$ cat src/rtl/core/sch_pkg.sv
`timescale 1ns / 1ps
// ----------------------------------------------------------------------------
// Swept circle hit test package
// Shared constants, register indexes and types.
// ----------------------------------------------------------------------------
package sch_pkg;

    localparam int COORD_BITS_DEF  = 16;
    localparam int RADIUS_BITS_DEF = 10;
    localparam int REG_BITS        = 15;
    localparam int CFG_IDX_BITS    = 2;

    localparam logic [CFG_IDX_BITS-1:0] CFG_IDX_WIDTH  = 2'd0;
    localparam logic [CFG_IDX_BITS-1:0] CFG_IDX_HEIGHT = 2'd1;

    localparam logic [REG_BITS-1:0] FIELD_WIDTH_RST  = 15'd1024;
    localparam logic [REG_BITS-1:0] FIELD_HEIGHT_RST = 15'd1024;

    // magnitude width of a folded axis distance
    function automatic int dist_bits(input int coord_bits);
        return (coord_bits + 1 > REG_BITS) ? coord_bits + 1 : REG_BITS;
    endfunction

    // stage enables for one axis distance unit
    typedef struct packed {
        logic en_abs;
        logic en_fold;
        logic en_sq;
    } t_axis_en;

endpackage

$ cat src/rtl/core/sch_axis_sq.sv
`timescale 1ns / 1ps
// ----------------------------------------------------------------------------
// Swept circle hit test axis distance
// Three-stage wrapped distance squared along one axis.
// ----------------------------------------------------------------------------
module sch_axis_sq
    import sch_pkg::*;
#(
    parameter int COORD_BITS = COORD_BITS_DEF
) (
    input  logic                                   i_clk,
    input  t_axis_en                               i_en,
    input  logic signed [COORD_BITS-1:0]           i_u,
    input  logic signed [COORD_BITS-1:0]           i_v,
    input  logic        [REG_BITS-1:0]             i_period,
    output logic        [2*dist_bits(COORD_BITS)-1:0] o_sq
);

    localparam int D_BITS = dist_bits(COORD_BITS);

    logic signed [COORD_BITS:0] w_diff;
    logic        [COORD_BITS:0] n_abs;
    logic        [COORD_BITS:0] r_abs;
    logic        [D_BITS-1:0]   w_abs_ext;
    logic        [D_BITS-1:0]   w_per_ext;
    logic        [D_BITS-1:0]   w_half;
    logic signed [D_BITS:0]     w_fold;
    logic        [D_BITS-1:0]   n_fold;
    logic        [D_BITS-1:0]   r_fold;
    logic        [2*D_BITS-1:0] r_sq;

    always_comb begin
        w_diff = (COORD_BITS+1)'(i_u) - (COORD_BITS+1)'(i_v);
        n_abs  = w_diff[COORD_BITS] ? (COORD_BITS+1)'(-w_diff) : (COORD_BITS+1)'(w_diff);
    end

    always_comb begin
        w_abs_ext = D_BITS'(r_abs);
        w_per_ext = D_BITS'(i_period);
        w_half    = D_BITS'(i_period >> 1);
        w_fold    = $signed({1'b0, w_per_ext}) - $signed({1'b0, w_abs_ext});
        if (w_abs_ext > w_half) begin
            n_fold = w_fold[D_BITS] ? D_BITS'(-w_fold) : D_BITS'(w_fold);
        end else begin
            n_fold = w_abs_ext;
        end
    end

    always_ff @(posedge i_clk) begin
        if (i_en.en_abs) begin
            r_abs <= n_abs;
        end
        if (i_en.en_fold) begin
            r_fold <= n_fold;
        end
        if (i_en.en_sq) begin
            r_sq <= (2*D_BITS)'(r_fold) * (2*D_BITS)'(r_fold);
        end
    end

    assign o_sq = r_sq;

endmodule

$ cat config.mk
export PLATFORM = sky130hd
export DESIGN_NAME = sch_axis_sq
export DESIGN_NICKNAME = d
export VERILOG_FILES = /design/src/rtl/core/sch_pkg.sv /design/src/rtl/core/sch_axis_sq.sv
export SDC_FILE = /design/constraint.sdc
export NUM_CORES = 1
export LEC_CHECK = 0
export BUFFER_PORTS_ARGS = -buffer_cell sky130_fd_sc_hd__buf_2
export CAP_MARGIN = 10
export CORE_ASPECT_RATIO = 1.1
export CORE_MARGIN = 2
export CORE_UTILIZATION = 60
export CTS_BUF_LIST = sky130_fd_sc_hd__clkbuf_8 sky130_fd_sc_hd__clkbuf_16
export DETAILED_ROUTE_END_ITERATION = 8
export MAX_ROUTING_LAYER = met4
export PLACE_DENSITY = 0.78
export SYNTH_ARGS = -nofsm -noshare
export SYNTH_HDL_FRONTEND = slang
export SYNTH_SLANG_ARGS = --single-unit
export TNS_END_PERCENT = 100
$ cat constraint.sdc
create_clock -name i_clk -period 12.3 [get_ports i_clk]
set_input_delay 1.845 -clock i_clk [delete_from_list [all_inputs] [get_ports i_clk]]
set_output_delay 1.845 -clock i_clk [all_outputs]
set_load 0.005 [all_outputs]
==> report_table.html, run 1 <==
<table>
<tr><th>Metric</th><th>Value</th></tr>
<tr><th colspan="2">Outcome</th></tr>
<tr><td>Outcome</td><td>completed</td></tr>
<tr><th colspan="2">Route</th></tr>
<tr><td>Detailed-router iteration count before antenna repair</td><td>7</td></tr>
<tr><td>Vias per std cell</td><td>5.459</td></tr>
<tr><td>Number of violations reported at the end of detailed-routing iteration 0</td><td>534</td></tr>
<tr><td>WL per Instance</td><td>15.31 um</td></tr>
<tr><td>DRT Wirelength</td><td>27.76 mm</td></tr>
<tr><td>Residual DRC count</td><td>0</td></tr>
<tr><td>Number of nets with antenna violations after detailed routing</td><td>0</td></tr>
<tr><td>Routed vias</td><td>9898</td></tr>
<tr><th colspan="2">Clock network</th></tr>
<tr><td>Clock tree root driver cell</td><td>sky130_fd_sc_hd__clkbuf_16</td></tr>
<tr><td>Maximum level of the CTS H-tree</td><td>3</td></tr>
<tr><td>Sinks on the clock net</td><td>67</td></tr>
<tr><td>Number of resized instances in the post-cts repair step</td><td>0</td></tr>
<tr><td>Clock buffer count from CTS</td><td>9</td></tr>
<tr><td>Clock slew at reported path FFs</td><td>70 ps</td></tr>
<tr><td>Count of hold-fix buffers inserted at cts</td><td>0</td></tr>
<tr><td>Post-CTS setup buffers</td><td>0</td></tr>
<tr><td>Clock latency of the later-clocked register in the worst-skew pair</td><td>350 ps</td></tr>
<tr><td>Clock tree from TritonCTS</td><td>yes</td></tr>
<tr><td>CTS max path bufs</td><td>2</td></tr>
<tr><th colspan="2">STA</th></tr>
<tr><td>Slew HR</td><td>36.85%</td></tr>
<tr><td>Time the final worst path needs with I/O delays and setup</td><td>7104 ps</td></tr>
<tr><td>Accumulated negative setup slack</td><td>0 ps</td></tr>
<tr><td>Final clock period utilization by the worst path</td><td>57.75%</td></tr>
<tr><td>Count of endpoints failing setup in the final report</td><td>0</td></tr>
<tr><td>Max-slew violation total from the final report</td><td>0</td></tr>
<tr><td>Peak clock frequency supported by timing</td><td>140.8 MHz</td></tr>
<tr><td>Least-Margin Pin Slew</td><td>944.1 ps</td></tr>
<tr><td>Unrepaired setup endpoints after global routing</td><td>no</td></tr>
<tr><td>Final worst clock skew</td><td>13.02 ps</td></tr>
<tr><td>Final Hold Fails</td><td>0</td></tr>
<tr><th colspan="2">Global route</th></tr>
<tr><td>Global-route wire length before repair</td><td>46.80 mm</td></tr>
<tr><td>Antenna violations before repair</td><td>0</td></tr>
<tr><td>Congestion Overflow GR</td><td>0</td></tr>
<tr><td>Global-route total usage across every layer</td><td>25.44%</td></tr>
<tr><td>Pin count of the biggest net entering global routing</td><td>34</td></tr>
<tr><td>Vias in the first global route</td><td>10350</td></tr>
<tr><th colspan="2">Min path</th></tr>
<tr><td>HP Class</td><td>reg -&gt; reg</td></tr>
<tr><td>Start point of the worst min-delay path</td><td>r_abs[0]$_DFFE_PP_</td></tr>
<tr><td>Cell depth of the worst min-delay path</td><td>2</td></tr>
<tr><td>Hold Path End</td><td>r_fold[0]$_DFFE_PP_</td></tr>
<tr><th colspan="2">Worst setup path</th></tr>
<tr><td>Reg-to-Reg Start</td><td>r_fold[7]$_DFFE_PP_</td></tr>
<tr><td>Worst EP required</td><td>12390 ps</td></tr>
<tr><td>CP arrival</td><td>7190 ps</td></tr>
<tr><td>Sort of element at the end of the critical path</td><td>flop</td></tr>
<tr><td>Class of the most critical setup path</td><td>reg -&gt; reg</td></tr>
<tr><td>Worst reg2reg path depth</td><td>19</td></tr>
<tr><td>Worst R2R Setup Slack</td><td>5200 ps</td></tr>
<tr><td>Capture instance of the worst register-to-register path</td><td>o_sq[33]$_DFFE_PP_</td></tr>
<tr><td>Crit Path Max Fanout</td><td>18</td></tr>
<tr><td>Kind of start point of the critical path</td><td>flop</td></tr>
<tr><th colspan="2">Floorplanning</th></tr>
<tr><td>Height of the die</td><td>160.1 um</td></tr>
<tr><td># IOs</td><td>85</td></tr>
<tr><td>Effective utilization at floorplan</td><td>60.68%</td></tr>
<tr><td>X dimension of the die</td><td>145.9 um</td></tr>
<tr><td>Core Region</td><td>21890 sq um</td></tr>
<tr><td>Cell row count</td><td>57</td></tr>
<tr><td>Total die area</td><td>23350 sq um</td></tr>
<tr><th colspan="2">Logic synthesis</th></tr>
<tr><td>Mean cell area of the mapped netlist</td><td>9.157 sq um</td></tr>
<tr><td>Gate count of the mapped netlist</td><td>1451</td></tr>
<tr><td>Post-synthesis net count</td><td>1851</td></tr>
<tr><td>Yosys synthesis warning count</td><td>0</td></tr>
<tr><td>Number of flops mapped to enable cells by yosys</td><td>67</td></tr>
<tr><td>Unique cell type count in the Yosys netlist</td><td>70</td></tr>
<tr><td>Sequential cell area fraction in the yosys report</td><td>15.14%</td></tr>
<tr><td>Share of async-settable or async-resettable flops after synthesis</td><td>0%</td></tr>
<tr><td>Area of the mapped netlist</td><td>13290 sq um</td></tr>
<tr><td>FF+latch count, synth</td><td>67</td></tr>
<tr><td>Top FF cell, synth</td><td>sky130_fd_sc_hd__edfxtp_1</td></tr>
<tr><th colspan="2">Place</th></tr>
<tr><td>Number of buffer cells added on primary ports</td><td>83</td></tr>
<tr><td>Post-detail-place hpwl</td><td>22.76 mm</td></tr>
<tr><td>Final RePlAce weighted congestion</td><td>0.8842</td></tr>
<tr><th colspan="2">Final layout</th></tr>
<tr><td>Synthesis-to-finish area growth</td><td>7.110%</td></tr>
<tr><td>Fraction of final layout cells with drive strength greater than 1</td><td>7.971%</td></tr>
<tr><td>Commonest cells after routing, fill and taps aside</td><td>356 x sky130_fd_sc_hd__inv_1, 194 x sky130_fd_sc_hd__fa_1, 155 x sky130_fd_sc_hd__ha_1</td></tr>
<tr><td>Most common cell after layout, fill and taps aside</td><td>sky130_fd_sc_hd__inv_1</td></tr>
<tr><td>Layout Nets</td><td>1913</td></tr>
<tr><td>Antenna diode count</td><td>0</td></tr>
<tr><th colspan="2">Run</th></tr>
<tr><td>Maxcap violations</td><td>0</td></tr>
</table>
## through the flow
stage	hold slack [ps]	setup WS, ps	utilization, %	instance area (sq um)	instances
finish	679.0	5196	65.00	14230	1813
global route	709.2	4841	65.00	14230	1813
CTS	683.3	5289	64.96	14220	1812
detailed placement	671.9	5285	63.70	13950	1796
global placement	649.8	5432	63.70	13950	1796
floorplan	554.3	5843	-	13290	1451
## state kept, by name, indices dropped and copies added (netlist names)
register and count:
o_sq 33, r_fold 17, r_abs 17
## how the worst max path moves through the flow
stage / slack [ps] / cells past startpoint / startpoint / to
finish: 5200 / 19 / r_fold[7]$_DFFE_PP_ / o_sq[33]$_DFFE_PP_
global route: 4840 / 19 / r_fold[14]$_DFFE_PP_ / o_sq[31]$_DFFE_PP_
floorplan: 5840 / 21 / r_fold[14]$_DFFE_PP_ / o_sq[32]$_DFFE_PP_
global placement: 5430 / 19 / r_fold[14]$_DFFE_PP_ / o_sq[31]$_DFFE_PP_
CTS: 5290 / 23 / r_fold[7]$_DFFE_PP_ / o_sq[33]$_DFFE_PP_
detailed placement: 5290 / 23 / r_fold[7]$_DFFE_PP_ / o_sq[33]$_DFFE_PP_
## synth_stat cells (8+ instances only)
cell type	count	area [sq um]
sky130_fd_sc_hd__and2_1	64	400.4
sky130_fd_sc_hd__and3_1	8	50.05
sky130_fd_sc_hd__nand2_1	110	412.9
sky130_fd_sc_hd__a21o_1	22	165.2
sky130_fd_sc_hd__xnor2_1	60	525.5
sky130_fd_sc_hd__fa_1	194	3884
sky130_fd_sc_hd__nand4_1	8	50.05
sky130_fd_sc_hd__ha_1	155	1939
sky130_fd_sc_hd__a211oi_1	9	67.56
sky130_fd_sc_hd__nand3_1	15	75.07
sky130_fd_sc_hd__xor2_1	22	192.7
sky130_fd_sc_hd__o21a_1	16	120.1
sky130_fd_sc_hd__inv_1	356	1336
sky130_fd_sc_hd__nand2b_1	15	93.84
sky130_fd_sc_hd__nor3_1	12	60.06
sky130_fd_sc_hd__a31oi_1	12	75.07
sky130_fd_sc_hd__a21oi_1	64	320.3
sky130_fd_sc_hd__nor2b_1	13	81.33
sky130_fd_sc_hd__clkbuf_1	31	116.4
sky130_fd_sc_hd__o21ai_0	28	140.1
sky130_fd_sc_hd__edfxtp_1	67	2012
sky130_fd_sc_hd__nor2_1	65	244.0
## logic make-up (layout without fill, tap and decap cells)
kind of cell             Yosys count  count (layout)  share of synthesized area (%)
XOR/XNOR                          82              82                          5.405
AO/OA/AOI/OAI                    214             214                          11.10
adder cells (fa/ha/maj)          349             349                          43.83
flip-flops                        67              67                          15.14
other                              1               1                        0.02822
buffers and inverters            391             458                          11.10
multiplexers                       6               6                         0.4709
AND/OR/NAND/NOR                  341             341                          12.92
## critical path, stage by stage, from the launching register on
cell                       delay, ps
sky130_fd_sc_hd__edfxtp_1        840
sky130_fd_sc_hd__nand2_1         180
sky130_fd_sc_hd__fa_1            620
sky130_fd_sc_hd__inv_1            70
sky130_fd_sc_hd__fa_1            570
sky130_fd_sc_hd__fa_1            440
sky130_fd_sc_hd__fa_1            470
sky130_fd_sc_hd__fa_1            560
sky130_fd_sc_hd__inv_1            60
sky130_fd_sc_hd__fa_1            550
sky130_fd_sc_hd__inv_1            50
sky130_fd_sc_hd__ha_1            360
sky130_fd_sc_hd__a21oi_1         160
sky130_fd_sc_hd__o21ai_0         150
sky130_fd_sc_hd__o41ai_1         540
sky130_fd_sc_hd__a31oi_1         350
sky130_fd_sc_hd__a221oi_1        350
sky130_fd_sc_hd__and3b_1         280
sky130_fd_sc_hd__o31ai_1         110
sky130_fd_sc_hd__xnor2_1         130
## final cells by class
class,instances,area [sq um]
Multi-Input combinational cell,993,9799
Fill cell,1779,7664
Sequential cell,67,2012
Inverter,356,1336
Timing Repair Buffer,86,437.9
Tap cell,295,369.1
Clock buffer,9,225.2
Clock inverter,7,51.30
## routing by layer
metal / track usage, % / wire, um / share of wire, %
met1: 28.41 / 11050 / 40
met2: 46.87 / 14880 / 54
met5: - / 0 / 0
met3: 2.886 / 1094 / 3.9
met4: 9.046 / 741 / 2.7
Power of run 1 is left out: the tool's default activity adds up to more than one toggle a clock period on the data nets, which glitch-free logic cannot reach.
==> run 2, diff against run 1 <==
Settings changed: CORE_UTILIZATION 60 to 58, PLACE_DENSITY 0.78 to 0.79.
Clock period 12.3 ns to 6 ns, I/O delays scaled along.
==> report_table.html, run 2 (same netlist as run 1, synthesis figures left out) <==
<table>
<tr><th>Metric</th><th>Value</th></tr>
<tr><th colspan="2">Outcome</th></tr>
<tr><td>Outcome</td><td>finished, violations left</td></tr>
<tr><td>Violated checks</td><td>design-rule violations, negative setup slack</td></tr>
<tr><th colspan="2">Clock network</th></tr>
<tr><td>Clock buffer count from CTS</td><td>9</td></tr>
<tr><td>Clock latency of the later-clocked register in the worst-skew pair</td><td>360 ps</td></tr>
<tr><td>Clock tree from TritonCTS</td><td>yes</td></tr>
<tr><td>Count of hold-fix buffers inserted at cts</td><td>0</td></tr>
<tr><td>Clock tree root driver cell</td><td>sky130_fd_sc_hd__clkbuf_16</td></tr>
<tr><td>Maximum level of the CTS H-tree</td><td>3</td></tr>
<tr><td>CTS max path bufs</td><td>2</td></tr>
<tr><td>Sinks on the clock net</td><td>67</td></tr>
<tr><td>Clock slew at reported path FFs</td><td>60 ps</td></tr>
<tr><th colspan="2">Place</th></tr>
<tr><td>Minimum setup slack after placement</td><td>-401.9 ps</td></tr>
<tr><td>Post-detail-place hpwl</td><td>24.78 mm</td></tr>
<tr><td>Final RePlAce weighted congestion</td><td>0.9341</td></tr>
<tr><td>Number of buffer cells added on primary ports</td><td>83</td></tr>
<tr><td>Post-Place Cells</td><td>1909</td></tr>
<tr><td>Placed standard-cell area</td><td>14860 sq um</td></tr>
<tr><th colspan="2">Route</th></tr>
<tr><td>DRT Wirelength</td><td>33.70 mm</td></tr>
<tr><td>WL per Instance</td><td>17.09 um</td></tr>
<tr><td>Number of violations reported at the end of detailed-routing iteration 0</td><td>602</td></tr>
<tr><td>Residual DRC count</td><td>1</td></tr>
<tr><td>Routed vias</td><td>10880</td></tr>
<tr><td>Number of nets with antenna violations after detailed routing</td><td>0</td></tr>
<tr><td>Detailed-router iteration count before antenna repair</td><td>7</td></tr>
<tr><td>Vias per std cell</td><td>5.518</td></tr>
<tr><th colspan="2">STA</th></tr>
<tr><td>Peak clock frequency supported by timing</td><td>159.0 MHz</td></tr>
<tr><td>Unrepaired setup endpoints after global routing</td><td>yes</td></tr>
<tr><td>Final Hold Fails</td><td>0</td></tr>
<tr><td>Final clock period utilization by the worst path</td><td>104.8%</td></tr>
<tr><td>Count of endpoints failing setup in the final report</td><td>13</td></tr>
<tr><td>Final worst clock skew</td><td>10.08 ps</td></tr>
<tr><td>Worst-case setup margin in the final layout</td><td>-287.6 ps</td></tr>
<tr><td>Max-slew violation total from the final report</td><td>0</td></tr>
<tr><td>Time the final worst path needs with I/O delays and setup</td><td>6288 ps</td></tr>
<tr><td>Slew HR</td><td>38.90%</td></tr>
<tr><td>Least-Margin Pin Slew</td><td>913.4 ps</td></tr>
<tr><th colspan="2">Global route</th></tr>
<tr><td>Congestion Overflow GR</td><td>0</td></tr>
<tr><td>Vias in the first global route</td><td>11450</td></tr>
<tr><td>GRT met1 Usage</td><td>28.52%</td></tr>
<tr><td>Met2 capacity usage during global routing</td><td>51.12%</td></tr>
<tr><td>Global-route wire length before repair</td><td>51.65 mm</td></tr>
<tr><td>Antenna violations before repair</td><td>0</td></tr>
<tr><td>Global Route met3 Usage</td><td>4.314%</td></tr>
<tr><td>Pin count of the biggest net entering global routing</td><td>34</td></tr>
<tr><td>Global-route total usage across every layer</td><td>27.73%</td></tr>
<tr><td>Busiest metal layer after global routing</td><td>met2</td></tr>
<tr><th colspan="2">Final layout</th></tr>
<tr><td>Antenna diode count</td><td>0</td></tr>
<tr><td>Number of flip-flops in the largest register</td><td>33</td></tr>
<tr><td>Number of standard cells in the final layout excluding fillers</td><td>1972</td></tr>
<tr><td>Commonest cells after routing, fill and taps aside</td><td>329 x sky130_fd_sc_hd__inv_1, 181 x sky130_fd_sc_hd__fa_1, 144 x sky130_fd_sc_hd__ha_1</td></tr>
<tr><td>Most common cell after layout, fill and taps aside</td><td>sky130_fd_sc_hd__inv_1</td></tr>
<tr><td>Number of inserted filler cells in the final layout</td><td>1516</td></tr>
<tr><td>Synthesis-to-finish area growth</td><td>20.49%</td></tr>
<tr><td>Layout Nets</td><td>2067</td></tr>
<tr><td>Final design area excluding fillers</td><td>16010 sq um</td></tr>
<tr><td>Fraction of final layout cells with drive strength greater than 1</td><td>23.39%</td></tr>
<tr><th colspan="2">Worst setup path</th></tr>
<tr><td>Crit Path Max Fanout</td><td>4</td></tr>
<tr><td>Kind of start point of the critical path</td><td>flop</td></tr>
<tr><td>Sort of element at the end of the critical path</td><td>flop</td></tr>
<tr><td>Worst EP required</td><td>6100 ps</td></tr>
<tr><td>CP arrival</td><td>6380 ps</td></tr>
<tr><td>Highest-delay cell along the critical path</td><td>sky130_fd_sc_hd__fa_1</td></tr>
<tr><td>Cell type with the highest occurrence count on the critical path</td><td>sky130_fd_sc_hd__inv_2</td></tr>
<tr><td>Critical Path, Cell by Cell</td><td>and2_4 -&gt; inv_2 -&gt; fa_1 -&gt; inv_2 -&gt; fa_2 -&gt; inv_2 -&gt; fa_2 -&gt; inv_2 -&gt; fa_1 -&gt; fa_1 -&gt; inv_2 -&gt; fa_1 -&gt; inv_2 -&gt; ha_4 -&gt; nand3_2 -&gt; o211ai_1 -&gt; or3_4 -&gt; o221ai_4 -&gt; a31oi_4 -&gt; a221oi_2 -&gt; and3b_2 -&gt; nor2_1 -&gt; xor2_1</td></tr>
<tr><td>Maximum single-stage delay on the critical path</td><td>580 ps</td></tr>
<tr><td>Class of the most critical setup path</td><td>reg -&gt; reg</td></tr>
<tr><th colspan="2">Min path</th></tr>
<tr><td>HP Class</td><td>reg -&gt; reg</td></tr>
<tr><th colspan="2">Floorplanning</th></tr>
<tr><td>Height of the die</td><td>162.7 um</td></tr>
<tr><td>Core Region</td><td>22710 sq um</td></tr>
<tr><td>Effective utilization at floorplan</td><td>58.49%</td></tr>
<tr><td>X dimension of the die</td><td>148.3 um</td></tr>
<tr><td>Total die area</td><td>24140 sq um</td></tr>
<tr><td># IOs</td><td>85</td></tr>
<tr><td>Cell row count</td><td>58</td></tr>
<tr><th colspan="2">Run</th></tr>
<tr><td>Maxcap violations</td><td>0</td></tr>
</table>
## run 2: layout make-up
class                   instances  area [sq um]  share of cell area, %
multi-input cells             993         10290                  64.28
flip-flops and latches         67          2012                  12.57
repair buffers                240          1720                  10.75
inverters                     356          1336                  8.347
well taps                     300         375.4                  2.345
clock buffers                   9         225.2                  1.407
clock inverters                 7         48.80                 0.3048
## run 2: worst paths after layout
path	cells after the start	endpoint	slack [ps]	start
min	2	r_fold[10]$_DFFE_PP_	710	r_abs[10]$_DFFE_PP_
min reg2reg	2	r_fold[10]$_DFFE_PP_	710	r_abs[10]$_DFFE_PP_
max	23	o_sq[29]$_DFFE_PP_	-290	r_fold[7]$_DFFE_PP_
max reg2reg	23	o_sq[29]$_DFFE_PP_	-290	r_fold[7]$_DFFE_PP_
## run 2: per-stage QoR
step                utilization (%)  setup TNS, ps  hold WS, ps
global placement              65.41          -2308        699.1
global route                  70.48          -4113        760.5
CTS                           68.82         -125.5        703.7
detailed placement            65.41          -3754        681.6
floorplan                         -         -113.1        554.3
finish                        70.48          -2515        707.6
## run 2: what timing repair did
action	CTS	global route
pin swaps	46	46
setup endpoints to repair	14	16
buffers inserted	29	21
resized for setup	64	81
## run 2: per-layer routing
| metal | vias up | share of wire (%) |
|---|---|---|
| met5 | - | 0 |
| met4 | 0 | 6.4 |
| met3 | 184 | 4.5 |
| met2 | 415 | 53 |
| met1 | 5226 | 36 |
| li1 | 5057 | - |
## run 2: worst max-delay path: cells and delay by family (launching register included)
kind,cells,cell delay (ps)
adders and majority gates,7,3220
and+or+nand+nor,5,1070
AOI/OAI and AO/OA,4,770
DFF,1,500
buffers and inverters,6,320
xor gates and xnor gates,1,150
Power of run 2 is left out for the same reason.
